**src/mcfc_pkg.sv**
```systemverilog
// shared types, constants and the crc table function of the motion command framer
// no dependencies
`timescale 1ns / 1ps

package mcfc_pkg;

   localparam int FRAME_BYTES = 26;
   localparam logic [4:0] LAST_POS = 5'(FRAME_BYTES - 1);
   localparam logic [4:0] CRC_FIRST_POS = 5'd1;
   localparam logic [4:0] CRC_LAST_POS = 5'(FRAME_BYTES - 3);
   localparam logic [15:0] CRC_SEED = 16'h2B3B;
   localparam logic [15:0] CRC_POLY = 16'h2333;

   localparam logic [7:0] START_BYTE_RESET = 8'h00;
   localparam logic [7:0] COMMAND_TYPE_RESET = 8'h00;
   localparam logic [7:0] NODE_ID_RESET = 8'h00;
   localparam logic [7:0] PAYLOAD_LENGTH_RESET = 8'd20;
   localparam logic [31:0] MOVE_ACCEL_RESET = 32'h3F00_0000;
   localparam logic [31:0] ROTATE_ACCEL_RESET = 32'h4234_0000;

   typedef enum logic [2:0] {
      CSR_START_BYTE = 3'd0,
      CSR_COMMAND_TYPE = 3'd1,
      CSR_NODE_ID = 3'd2,
      CSR_PAYLOAD_LENGTH = 3'd3,
      CSR_MOVE_ACCEL = 3'd4,
      CSR_ROTATE_ACCEL = 3'd5
   } csr_index_type;

   // word slots of the frame, selected by position bits [4:2]
   typedef enum logic [2:0] {
      SLOT_HEADER = 3'd0,
      SLOT_MOVE_ACCEL = 3'd1,
      SLOT_ROTATE_ACCEL = 3'd2,
      SLOT_SPEED = 3'd3,
      SLOT_HEADING = 3'd4,
      SLOT_TURN_RATE = 3'd5,
      SLOT_CHECKSUM = 3'd6
   } slot_type;

   typedef struct packed {
      logic [31:0] speed_bits;
      logic [31:0] heading_bits;
      logic [31:0] turn_rate_bits;
   } req_payload_type;

   typedef struct packed {
      logic [7:0] frame_byte;
      logic [4:0] byte_offset;
      logic last_byte;
   } rsp_payload_type;

   typedef struct packed {
      logic load;
      logic emit;
   } dp_cmd_type;

   typedef struct packed {
      logic out_free;
      logic at_last;
   } dp_status_type;

   // reflected crc table entry
   function automatic logic [15:0] crc_entry(input logic [7:0] idx);
      logic [15:0] c;
      c = {8'h00, idx};
      for (int k = 0; k < 8; k++) begin
         if (c[0]) begin
            c = (c >> 1) ^ CRC_POLY;
         end else begin
            c = c >> 1;
         end
      end
      return c;
   endfunction

endpackage

```
**src/mcfc_ctrl.sv**
```systemverilog
// controller state machine of the motion command framer
// depends on mcfc_pkg
`timescale 1ns / 1ps

module mcfc_ctrl (
   input  logic clock,
   input  logic reset,
   input  logic req_valid,
   output logic req_ready,
   input  mcfc_pkg::dp_status_type status,
   output mcfc_pkg::dp_cmd_type cmd
);

   typedef enum logic [1:0] {
      ST_IDLE = 2'b01,
      ST_SEND = 2'b10
   } state_type;

   state_type state_ff;
   state_type state_in;
   logic last_emit;

   always_comb begin
      state_in = state_ff;
      req_ready = 1'b0;
      cmd = '0;
      last_emit = 1'b0;
      unique case (state_ff)
         ST_IDLE: begin
            req_ready = 1'b1;
         end
         ST_SEND: begin
            cmd.emit = status.out_free;
            last_emit = status.out_free && status.at_last;
            req_ready = last_emit;
            if (last_emit) begin
               state_in = ST_IDLE;
            end
         end
         default: begin
            state_in = ST_IDLE;
         end
      endcase
      // new transaction starts the next frame
      if (req_ready && req_valid) begin
         cmd.load = 1'b1;
         state_in = ST_SEND;
      end
   end

   always_ff @(posedge clock) begin
      if (reset) begin
         state_ff <= ST_IDLE;
      end else begin
         state_ff <= state_in;
      end
   end

endmodule

```
**src/mcfc_datapath.sv**
```systemverilog
// datapath of the motion command framer: registers, held words, byte select,
// running crc and output register; depends on mcfc_pkg
`timescale 1ns / 1ps

module mcfc_datapath (
   input  logic clock,
   input  logic reset,
   input  logic csr_write_en,
   input  logic [2:0] csr_index,
   input  logic [31:0] csr_wdata,
   input  mcfc_pkg::req_payload_type req_payload,
   input  mcfc_pkg::dp_cmd_type cmd,
   output mcfc_pkg::dp_status_type status,
   input  logic rsp_ready,
   output logic rsp_valid,
   output mcfc_pkg::rsp_payload_type rsp_payload
);

   logic [7:0] start_byte_ff;
   logic [7:0] command_type_ff;
   logic [7:0] node_id_ff;
   logic [7:0] payload_length_ff;
   logic [31:0] move_accel_ff;
   logic [31:0] rotate_accel_ff;

   mcfc_pkg::req_payload_type held_ff;
   logic [4:0] pos_ff;
   logic [4:0] pos_in;
   logic [15:0] crc_ff;
   logic [15:0] crc_in;
   logic rsp_valid_ff;
   logic rsp_valid_in;
   mcfc_pkg::rsp_payload_type rsp_ff;

   logic [31:0] word_sel;
   logic [7:0] cur_byte;
   logic in_crc;

   // configuration registers
   always_ff @(posedge clock) begin
      if (reset) begin
         start_byte_ff <= mcfc_pkg::START_BYTE_RESET;
         command_type_ff <= mcfc_pkg::COMMAND_TYPE_RESET;
         node_id_ff <= mcfc_pkg::NODE_ID_RESET;
         payload_length_ff <= mcfc_pkg::PAYLOAD_LENGTH_RESET;
         move_accel_ff <= mcfc_pkg::MOVE_ACCEL_RESET;
         rotate_accel_ff <= mcfc_pkg::ROTATE_ACCEL_RESET;
      end else if (csr_write_en) begin
         unique case (csr_index)
            mcfc_pkg::CSR_START_BYTE:     start_byte_ff <= csr_wdata[7:0];
            mcfc_pkg::CSR_COMMAND_TYPE:   command_type_ff <= csr_wdata[7:0];
            mcfc_pkg::CSR_NODE_ID:        node_id_ff <= csr_wdata[7:0];
            mcfc_pkg::CSR_PAYLOAD_LENGTH: payload_length_ff <= csr_wdata[7:0];
            mcfc_pkg::CSR_MOVE_ACCEL:     move_accel_ff <= csr_wdata;
            mcfc_pkg::CSR_ROTATE_ACCEL:   rotate_accel_ff <= csr_wdata;
            default: ;
         endcase
      end
   end

   // byte select
   always_comb begin
      unique case (pos_ff[4:2])
         mcfc_pkg::SLOT_HEADER:
            word_sel = {payload_length_ff, node_id_ff, command_type_ff, start_byte_ff};
         mcfc_pkg::SLOT_MOVE_ACCEL:   word_sel = move_accel_ff;
         mcfc_pkg::SLOT_ROTATE_ACCEL: word_sel = rotate_accel_ff;
         mcfc_pkg::SLOT_SPEED:        word_sel = held_ff.speed_bits;
         mcfc_pkg::SLOT_HEADING:      word_sel = held_ff.heading_bits;
         mcfc_pkg::SLOT_TURN_RATE:    word_sel = held_ff.turn_rate_bits;
         mcfc_pkg::SLOT_CHECKSUM:     word_sel = {16'h0000, crc_ff};
         default:                     word_sel = '0;
      endcase
      case (pos_ff[1:0])
         2'd0:    cur_byte = word_sel[7:0];
         2'd1:    cur_byte = word_sel[15:8];
         2'd2:    cur_byte = word_sel[23:16];
         default: cur_byte = word_sel[31:24];
      endcase
   end

   assign in_crc = (pos_ff >= mcfc_pkg::CRC_FIRST_POS) && (pos_ff <= mcfc_pkg::CRC_LAST_POS);
   assign status.out_free = !rsp_valid_ff || rsp_ready;
   assign status.at_last = (pos_ff == mcfc_pkg::LAST_POS);

   always_comb begin
      pos_in = pos_ff;
      crc_in = crc_ff;
      rsp_valid_in = rsp_valid_ff && !rsp_ready;
      if (cmd.emit) begin
         rsp_valid_in = 1'b1;
         pos_in = status.at_last ? 5'd0 : pos_ff + 5'd1;
         if (in_crc) begin
            crc_in = (crc_ff >> 8) ^ mcfc_pkg::crc_entry(crc_ff[7:0] ^ cur_byte);
         end
      end
      if (cmd.load) begin
         pos_in = 5'd0;
         crc_in = mcfc_pkg::CRC_SEED;
      end
   end

   always_ff @(posedge clock) begin
      if (reset) begin
         pos_ff <= 5'd0;
         crc_ff <= mcfc_pkg::CRC_SEED;
         rsp_valid_ff <= 1'b0;
      end else begin
         pos_ff <= pos_in;
         crc_ff <= crc_in;
         rsp_valid_ff <= rsp_valid_in;
      end
   end

   // payload registers
   always_ff @(posedge clock) begin
      if (cmd.load) begin
         held_ff <= req_payload;
      end
      if (cmd.emit) begin
         rsp_ff.frame_byte <= cur_byte;
         rsp_ff.byte_offset <= pos_ff;
         rsp_ff.last_byte <= status.at_last;
      end
   end

   assign rsp_valid = rsp_valid_ff;
   assign rsp_payload = rsp_ff;

endmodule

```
**src/motion_command_frame_crc16_top.sv**
```systemverilog
// a request transaction loads the held words and the byte counter; then the output
// register takes one frame byte per cycle from the byte counter while it is free;
// the next command is taken in the cycle the last byte enters the output register
// reset: synchronous, active high; registers return to defaults, crc to 0x2B3B
// top level of the motion command framer; depends on mcfc_pkg, mcfc_ctrl, mcfc_datapath
`timescale 1ns / 1ps

module motion_command_frame_crc16_top (
   input  logic clock,
   input  logic reset,
   input  logic csr_write_en,
   input  logic [2:0] csr_index,
   input  logic [31:0] csr_wdata,
   input  logic req_valid,
   output logic req_ready,
   input  mcfc_pkg::req_payload_type req_payload,
   output logic rsp_valid,
   input  logic rsp_ready,
   output mcfc_pkg::rsp_payload_type rsp_payload
);

   mcfc_pkg::dp_cmd_type cmd;
   mcfc_pkg::dp_status_type status;

   mcfc_ctrl u_ctrl (
      .clock(clock),
      .reset(reset),
      .req_valid(req_valid),
      .req_ready(req_ready),
      .status(status),
      .cmd(cmd)
   );

   mcfc_datapath u_datapath (
      .clock(clock),
      .reset(reset),
      .csr_write_en(csr_write_en),
      .csr_index(csr_index),
      .csr_wdata(csr_wdata),
      .req_payload(req_payload),
      .cmd(cmd),
      .status(status),
      .rsp_ready(rsp_ready),
      .rsp_valid(rsp_valid),
      .rsp_payload(rsp_payload)
   );

endmodule

```
**config.mk**
```make
export PLATFORM = sky130hd
export DESIGN_NAME = motion_command_frame_crc16_top
export DESIGN_NICKNAME = d
export VERILOG_FILES = /design/src/mcfc_pkg.sv /design/src/mcfc_ctrl.sv /design/src/mcfc_datapath.sv /design/src/motion_command_frame_crc16_top.sv
export SDC_FILE = /design/constraint.sdc
export NUM_CORES = 1
export LEC_CHECK = 0
export ABC_CLOCK_PERIOD_IN_PS = 4200
export BUFFER_PORTS_ARGS = -buffer_cell sky130_fd_sc_hd__buf_2
export CAP_MARGIN = 20
export CORE_ASPECT_RATIO = 1.75
export CORE_MARGIN = 1.5
export CORE_UTILIZATION = 30
export DETAILED_ROUTE_END_ITERATION = 10
export SLEW_MARGIN = 25
export SYNTH_ARGS = -nofsm -noshare
export SYNTH_HDL_FRONTEND = slang
export SYNTH_HIERARCHICAL = 1
export SYNTH_SLANG_ARGS = --single-unit
```
**constraint.sdc**
```tcl
create_clock -name clock -period 4.2 [get_ports clock]
set_input_delay 1.26 -clock clock [delete_from_list [all_inputs] [get_ports clock]]
set_output_delay 1.26 -clock clock [all_outputs]
set_load 0.03 [all_outputs]
```
==> reports/qor.csv, run 1 <==
stage;metric;value;unit
timing;clock.fmax;268.4;MHz
die;rows;89;
placement;portBuffers;151;
timing;fin_ws;474.0;ps
cts;cts_resized;0;
cts;cts_tree;built;
critical_path;reg2reg_from;u_datapath/pos_ff[4];
timing;period_share;88.72;%
critical_path;endpoint_kind;output port;
critical_path;critPathRequiredTime;2940;ps
cts;clk_pin_slew;70;ps
placement;place_congestion;0.9219;
cts;cts_root_buffer;clkbuf_16;
placement;dp.final_hpwl;25.20;mm
cts;cts_buffer_depth;3;
timing;slew_headroom;29.53;%
cts;cts_setup_buffers;0;
cts;cts_made_buffers;23;
synthesis;synth_ff_type;dfxtp_1;
die;dieWidth;142.5;um
synthesis;ys_ff_latch;228;
critical_path;cp-startpoint;u_datapath/pos_ff[0];
die;io_pins;152;
detailed_routing;drtIter0Drc;589;
critical_path;path_class;reg2out;
placement;dp_slack;802.6;ps
timing;final-hold-violation-count;0;
die;die_y;247.2;um
power;power_density;482.6;nW/um^2
detailed_routing;antenna_left;0;
final_layout;utilization;36.13;%
die;coreArea;33630;sq um
synthesis;ys_async_sr_fraction;0;%
final_layout;fillers;3451;
cts;cts.sinks;228;
synthesis;yosysWarnings;6;
synthesis;syn-mean-instance-area;10.90;sq um
power;peakVddDrop;0.4017;mV
power;p_leak;4.358;nW
synthesis;synth_edf_count;110;
timing;setup_viol;0;
global_route;grt_pass1_vias;7636;
hold_path;min-delay-start;u_datapath/move_accel_ff[15];
synthesis;synth_area;10220;sq um
flow_run;cap_violations;0;
critical_path;cp_slowest_cell;ha_1;
global_route;grtUsageTotal;18.97;%
critical_path;crit_fanout;11;
timing;fin_hold_ws;451.8;ps
global_route;grt_max_degree;101;
synthesis;synthesis.nets;1080;
cts;hold_buffers;0;
die;initial_utilization;30.39;%
synthesis;yosysSeqAreaShare;55.44;%
critical_path;crit_path_max_incr_delay;520;ps
die;die-area;35230;sq um
critical_path;path_buf_inv;1;
run_status;status;complete, no violations;
cts;clk_latency;530;ps
final_layout;drive_gt1_share;25.78;%
timing;tightest_slew;1050;ps
detailed_routing;wirelength;33.59;mm
critical_path;setup.worst_path.start_class;flop;
final_layout;diodes;0;
timing;fin_skew;17.77;ps
detailed_routing;route.detailed.drc;0;
cts;htreeDepth;1;
timing;tns;0;ps
critical_path;arrival;2470;ps
critical_path;crit_family;simple AND/OR/NAND/NOR gates;
global_route;grt_pass1_wl;48.22;mm
synthesis;synth_cells;938;
timing;min_period;3726;ps
detailed_routing;dr.pass1.iters;5;
synthesis;synth_cell_types;76;
detailed_routing;via_per_inst;4.986;
final_layout;syn_to_final_growth;18.88;%
timing;drv_slew;0;
global_route;grt.overflow.total;0;
final_layout;nNetsFinal;1212;
detailed_routing;wl_per_cell;21.80;um
global_route;antenna_found_initial;0;
timing;rsz0062_at_grt;false;
detailed_routing;num_vias;7683;
hold_path;holdCritPathClass;reg2reg;
critical_path;path_cells;ha_1 > and3_1 > a31oi_1 > nor2_1 > buf_2;
## Yosys cell counts, drive strengths merged (2+ instances only)
library cell	number	area share, %
nand2	209	7.7
dfxtp	118	23
a21oi	113	5.5
edfxtp	110	32
clkbuf	39	1.4
mux2	32	3.6
buf	30	2.3
xnor2	27	3.0
o21ai	24	1.2
nor2	22	0.81
a22oi	17	1.3
mux2i	17	1.7
nand3b	16	1.2
a221oi	11	1.0
inv	11	0.40
nand3	11	0.54
a221o	9	0.88
a31oi	9	0.67
mux4	8	1.8
nor2b	8	0.59
a211oi	7	0.56
and3	7	0.43
nor3	7	0.34
o221ai	7	0.66
xnor3	7	1.6
ha	6	0.73
and2	5	0.32
o211ai	5	0.37
xor2	5	0.43
a22o	3	0.26
nor4	3	0.18
o22ai	3	0.18
or3	3	0.18
a41oi	2	0.24
nand2b	2	0.12
nand4	2	0.12
nor3b	2	0.31
o311a	2	0.31
o31a	2	0.17
o31ai	2	0.15
or2	2	0.12
## state kept, by name (all words and copies together) (netlist names)
signal and cells:
u_datapath/move_accel_ff 32, u_datapath/command_type_ff 8, u_datapath/node_id_ff 8, u_datapath/crc_ff 14
u_datapath/payload_length_ff 8, u_datapath/rsp_valid 1, u_datapath/start_byte_ff 8, u_datapath/rotate_accel_ff 32
u_ctrl/state_ff 2, u_datapath/pos_ff 5, u_datapath/rsp_payload 14, u_datapath/held_ff 96
## metrics by stage
stage	total power, mW	instance area [sq um]	cells
after floorplan	3.413	10220	938
after global placement	3.899	11410	1500
after detailed placement	3.893	11410	1500
after CTS	5.933	12150	1541
after global routing	6.068	12150	1541
final	5.864	12150	1541
## placed cells by master, fill, tap and decap left out, types with 9 or more instances in the layout
master / netlist / layout
a21oi_1: 113 / 113
a221o_1: 9 / 9
a221oi_1: 10 / 10
a22oi_1: 16 / 16
buf_2: 14 / 151
buf_4: 8 / 21
clkbuf_16: 0 / 23
dfxtp_1: 118 / 115
edfxtp_1: 110 / 110
inv_1: 9 / 9
mux2_2: 26 / 26
mux2i_1: 17 / 17
nand2_1: 209 / 209
nand3_1: 11 / 11
nand3b_1: 16 / 16
nor2_1: 22 / 22
o21ai_0: 14 / 14
o21ai_1: 10 / 10
xnor2_1: 19 / 19
## metal layers
metal | routed length, um | track usage (%) | up-vias
met1 | 11740 | 19.38 | 3728
met5 | 0 | 0 | -
li1 | - | - | 3639
met2 | 18590 | 36.48 | 245
met4 | 1893 | 11.07 | 0
met3 | 1368 | 2.149 | 71
## cell type report
| class | instances | area (sq um) | share of cell area, % |
|---|---|---|---|
| clock buffer | 32 | 643.1 | 5.293 |
| clock inverter | 9 | 93.84 | 0.7724 |
| inverter | 11 | 41.29 | 0.3399 |
| multi-input combinational | 630 | 4136 | 34.05 |
| sequential | 228 | 5672 | 46.68 |
| tap | 455 | 569.3 | 4.686 |
| timing repair buffer | 176 | 993.5 | 8.177 |
## worst paths after layout
kind	end	slack [ps]	depth (start not counted)
max	req_ready	470	5
min	u_datapath/move_accel_ff[15]	450	2
max reg2reg	u_datapath/crc_ff[1]	770	10
min reg2reg	u_datapath/move_accel_ff[15]	450	2
## cell families after synthesis
group	synth area share, %
simple gates	13.41
compound gates	14.32
mux	6.991
flops	55.44
xor+xnor	4.995
fa+ha+maj	0.7346
buf+inv	4.114
## worst register-to-register path, stage by stage, from the launching register on
cell and delay (ps):
dfxtp_4 460, buf_12 220, nor2b_4 560, a22oi_1 220, o221ai_1 230, a21oi_1 110, a31oi_2 350, xnor3_2 470
xnor3_1 410, xnor2_1 180, o21ai_1 70
## where the power goes
part           total (mW)  leakage (nW)  internal, mW  switching, mW
registers            3.10          1.99          2.85          0.244
clock network        2.03         0.351          1.14          0.886
logic               0.737          2.02         0.214          0.523
total                5.86          4.36          4.21           1.65
(Power assumes the default switching activity.)
==> run 2, diff against run 1 <==
- BUFFER_PORTS_ARGS: -buffer_cell sky130_fd_sc_hd__buf_2 -> not set
- CORE_UTILIZATION: 30 -> 60
- DONT_BUFFER_PORTS: not set -> 1
- PLACE_DENSITY: not set -> 0.76
==> run 2 against run 1 <==
Power fell by 2.7%; sequential share of layout area rose by 4.4 points; hold slack barely moved; critical endpoint unchanged; utilization rose by 30 points; count of clock-buffer cells in the layout did not move; sequential power fell by 2%; largest power group unchanged; clock power rose by 3%; largest cell class unchanged; die area fell by 49%.
==> reports/qor.csv, run 2 (synthesis gave the netlist of run 1 again) <==
stage;metric;value;unit
global_route;grtUsageTotal;31.15;%
final_layout;fin_cells;1156;
detailed_routing;wl_per_cell;24.17;um
cts;cts_buffer_depth;3;
critical_path;path_cells;buf_12 > nor2b_2 > and3_1 > a31oi_1 > nor2_1;
final_layout;final_area;11100;sq um
cts;cts_resized;0;
detailed_routing;antenna_left;0;
die;rows;63;
timing;clock.fmax;257.6;MHz
final_layout;register_area;5672;sq um
die;dieWidth;101.7;um
die;coreArea;16790;sq um
cts;htreeDepth;1;
cts;cts_made_buffers;22;
detailed_routing;num_vias;7226;
cts;cts_tree;built;
final_layout;fillers;1299;
detailed_routing;dr.pass1.iters;5;
detailed_routing;route.detailed.drc;0;
critical_path;arrival;2620;ps
critical_path;crit_fanout;51;
global_route;grt.overflow.total;0;
critical_path;critPathRequiredTime;2940;ps
hold_path;holdCritPathClass;reg2reg;
global_route;grt_pass1_vias;6988;
die;io_pins;152;
placement;place_congestion;0.9486;
final_layout;most-common-layout-cells;nand2_1 (209), dfxtp_1 (115), a21oi_1 (113);
timing;slew_headroom;33.59;%
flow_run;cap_violations;0;
run_status;status;complete, no violations;
detailed_routing;via_per_inst;6.251;
timing;min_period;3883;ps
critical_path;crit_family;simple AND/OR/NAND/NOR gates;
critical_path;endpoint_kind;output port;
timing;period_share;92.44;%
cts;cts_root_buffer;clkbuf_16;
critical_path;cp_slowest_cell;nor2_1;
cts;clk_pin_slew;60;ps
final_layout;largest_reg_flops;96;
global_route;grt_max_degree;103;
timing;final-hold-violation-count;0;
global_route;antenna_found_initial;0;
final_layout;regMostFlops;u_datapath/held_ff;
die;die-area;17860;sq um
placement;place_area;10320;sq um
final_layout;nNetsFinal;1055;
timing;rsz0062_at_grt;false;
timing;tightest_slew;995.0;ps
placement;portBuffers;0;
final_layout;syn_to_final_growth;8.594;%
timing;tns;0;ps
power;p_leak;3.766;nW
cts;cts.sinks;228;
timing;drv_slew;0;
critical_path;path_class;reg2out;
placement;placed_cells;1116;
power;power;5.703;mW
die;die_y;175.7;um
final_layout;final_common_cell;nand2_1;
timing;fin_skew;8.061;ps
power;peakVddDrop;0.6635;mV
placement;dp.final_hpwl;19.60;mm
final_layout;top_regs;u_datapath/held_ff (96), u_datapath/move_accel_ff (32), u_datapath/rotate_accel_ff (32);
global_route;grt_pass1_wl;41.09;mm
final_layout;utilization;66.10;%
cts;clk_latency;500;ps
die;initial_utilization;60.87;%
final_layout;multi_input_area;4146;sq um
critical_path;setup.worst_path.start_class;flop;
timing;setup_viol;0;
detailed_routing;drtIter0Drc;598;
critical_path;crit_path_max_incr_delay;500;ps
cts;cts_setup_buffers;0;
final_layout;drive_gt1_share;13.56;%
final_layout;diodes;0;
critical_path;path_buf_inv;1;
power;power_density;513.8;nW/um^2
detailed_routing;wirelength;27.94;mm
cts;hold_buffers;0;
[run 2: changes by cell type in the layout (fill, tap and decap cells not counted), moves of 3 or more]
cell / before / now
clkinv_2: 0 / 3
buf_2: 151 / 0
buf_4: 21 / 18
clkinv_4: 3 / 0
[run 2: metal layers]
| metal | up-vias | GRT usage, % | routed length (um) |
|---|---|---|---|
| met2 | 316 | 51.75 | 13990 |
| met3 | 106 | 4.775 | 1629 |
| li1 | 3323 | - | - |
| met1 | 3481 | 35.77 | 9983 |
| met5 | - | 0 | 0 |
| met4 | 0 | 22.63 | 2334 |
[run 2: final cells by class]
cell class,instances,share of cell area [%]
Clock buffer,32,5.941
Multi-Input combinational cell,630,37.36
Clock inverter,8,1.082
Sequential cell,228,51.11
Tap cell,227,2.559
Inverter,11,0.3720
Timing Repair Buffer,20,1.578
[run 2: where the power goes]
group	switching, mW	total, mW	internal [mW]
Combinational	0.424	0.574	0.151
Clock	0.816	2.09	1.28
Sequential	0.192	3.04	2.84
[run 2: final timing paths]
check,startpoint,to,slack (ps),cells after the start
setup / recovery,u_datapath/pos_ff[3],req_ready,320,5
hold reg to reg,u_datapath/move_accel_ff[19],u_datapath/move_accel_ff[19],450,2
setup reg to reg,u_datapath/pos_ff[4],u_datapath/crc_ff[11],540,9
hold / removal,u_datapath/move_accel_ff[19],u_datapath/move_accel_ff[19],450,2
[run 2: worst min-delay path: stages, from the launching register on]
cell and delay [ps]:
dfxtp_1 310, nand2_1 50, a21oi_1 50
[run 2: per-stage QoR]
step                setup WS (ps)  hold WS [ps]
detailed placement          589.6         437.9
global route                253.2         463.1
floorplan                   427.5         409.5
finish                      317.4         451.5
CTS                         354.2         446.4
global placement            640.4         433.8
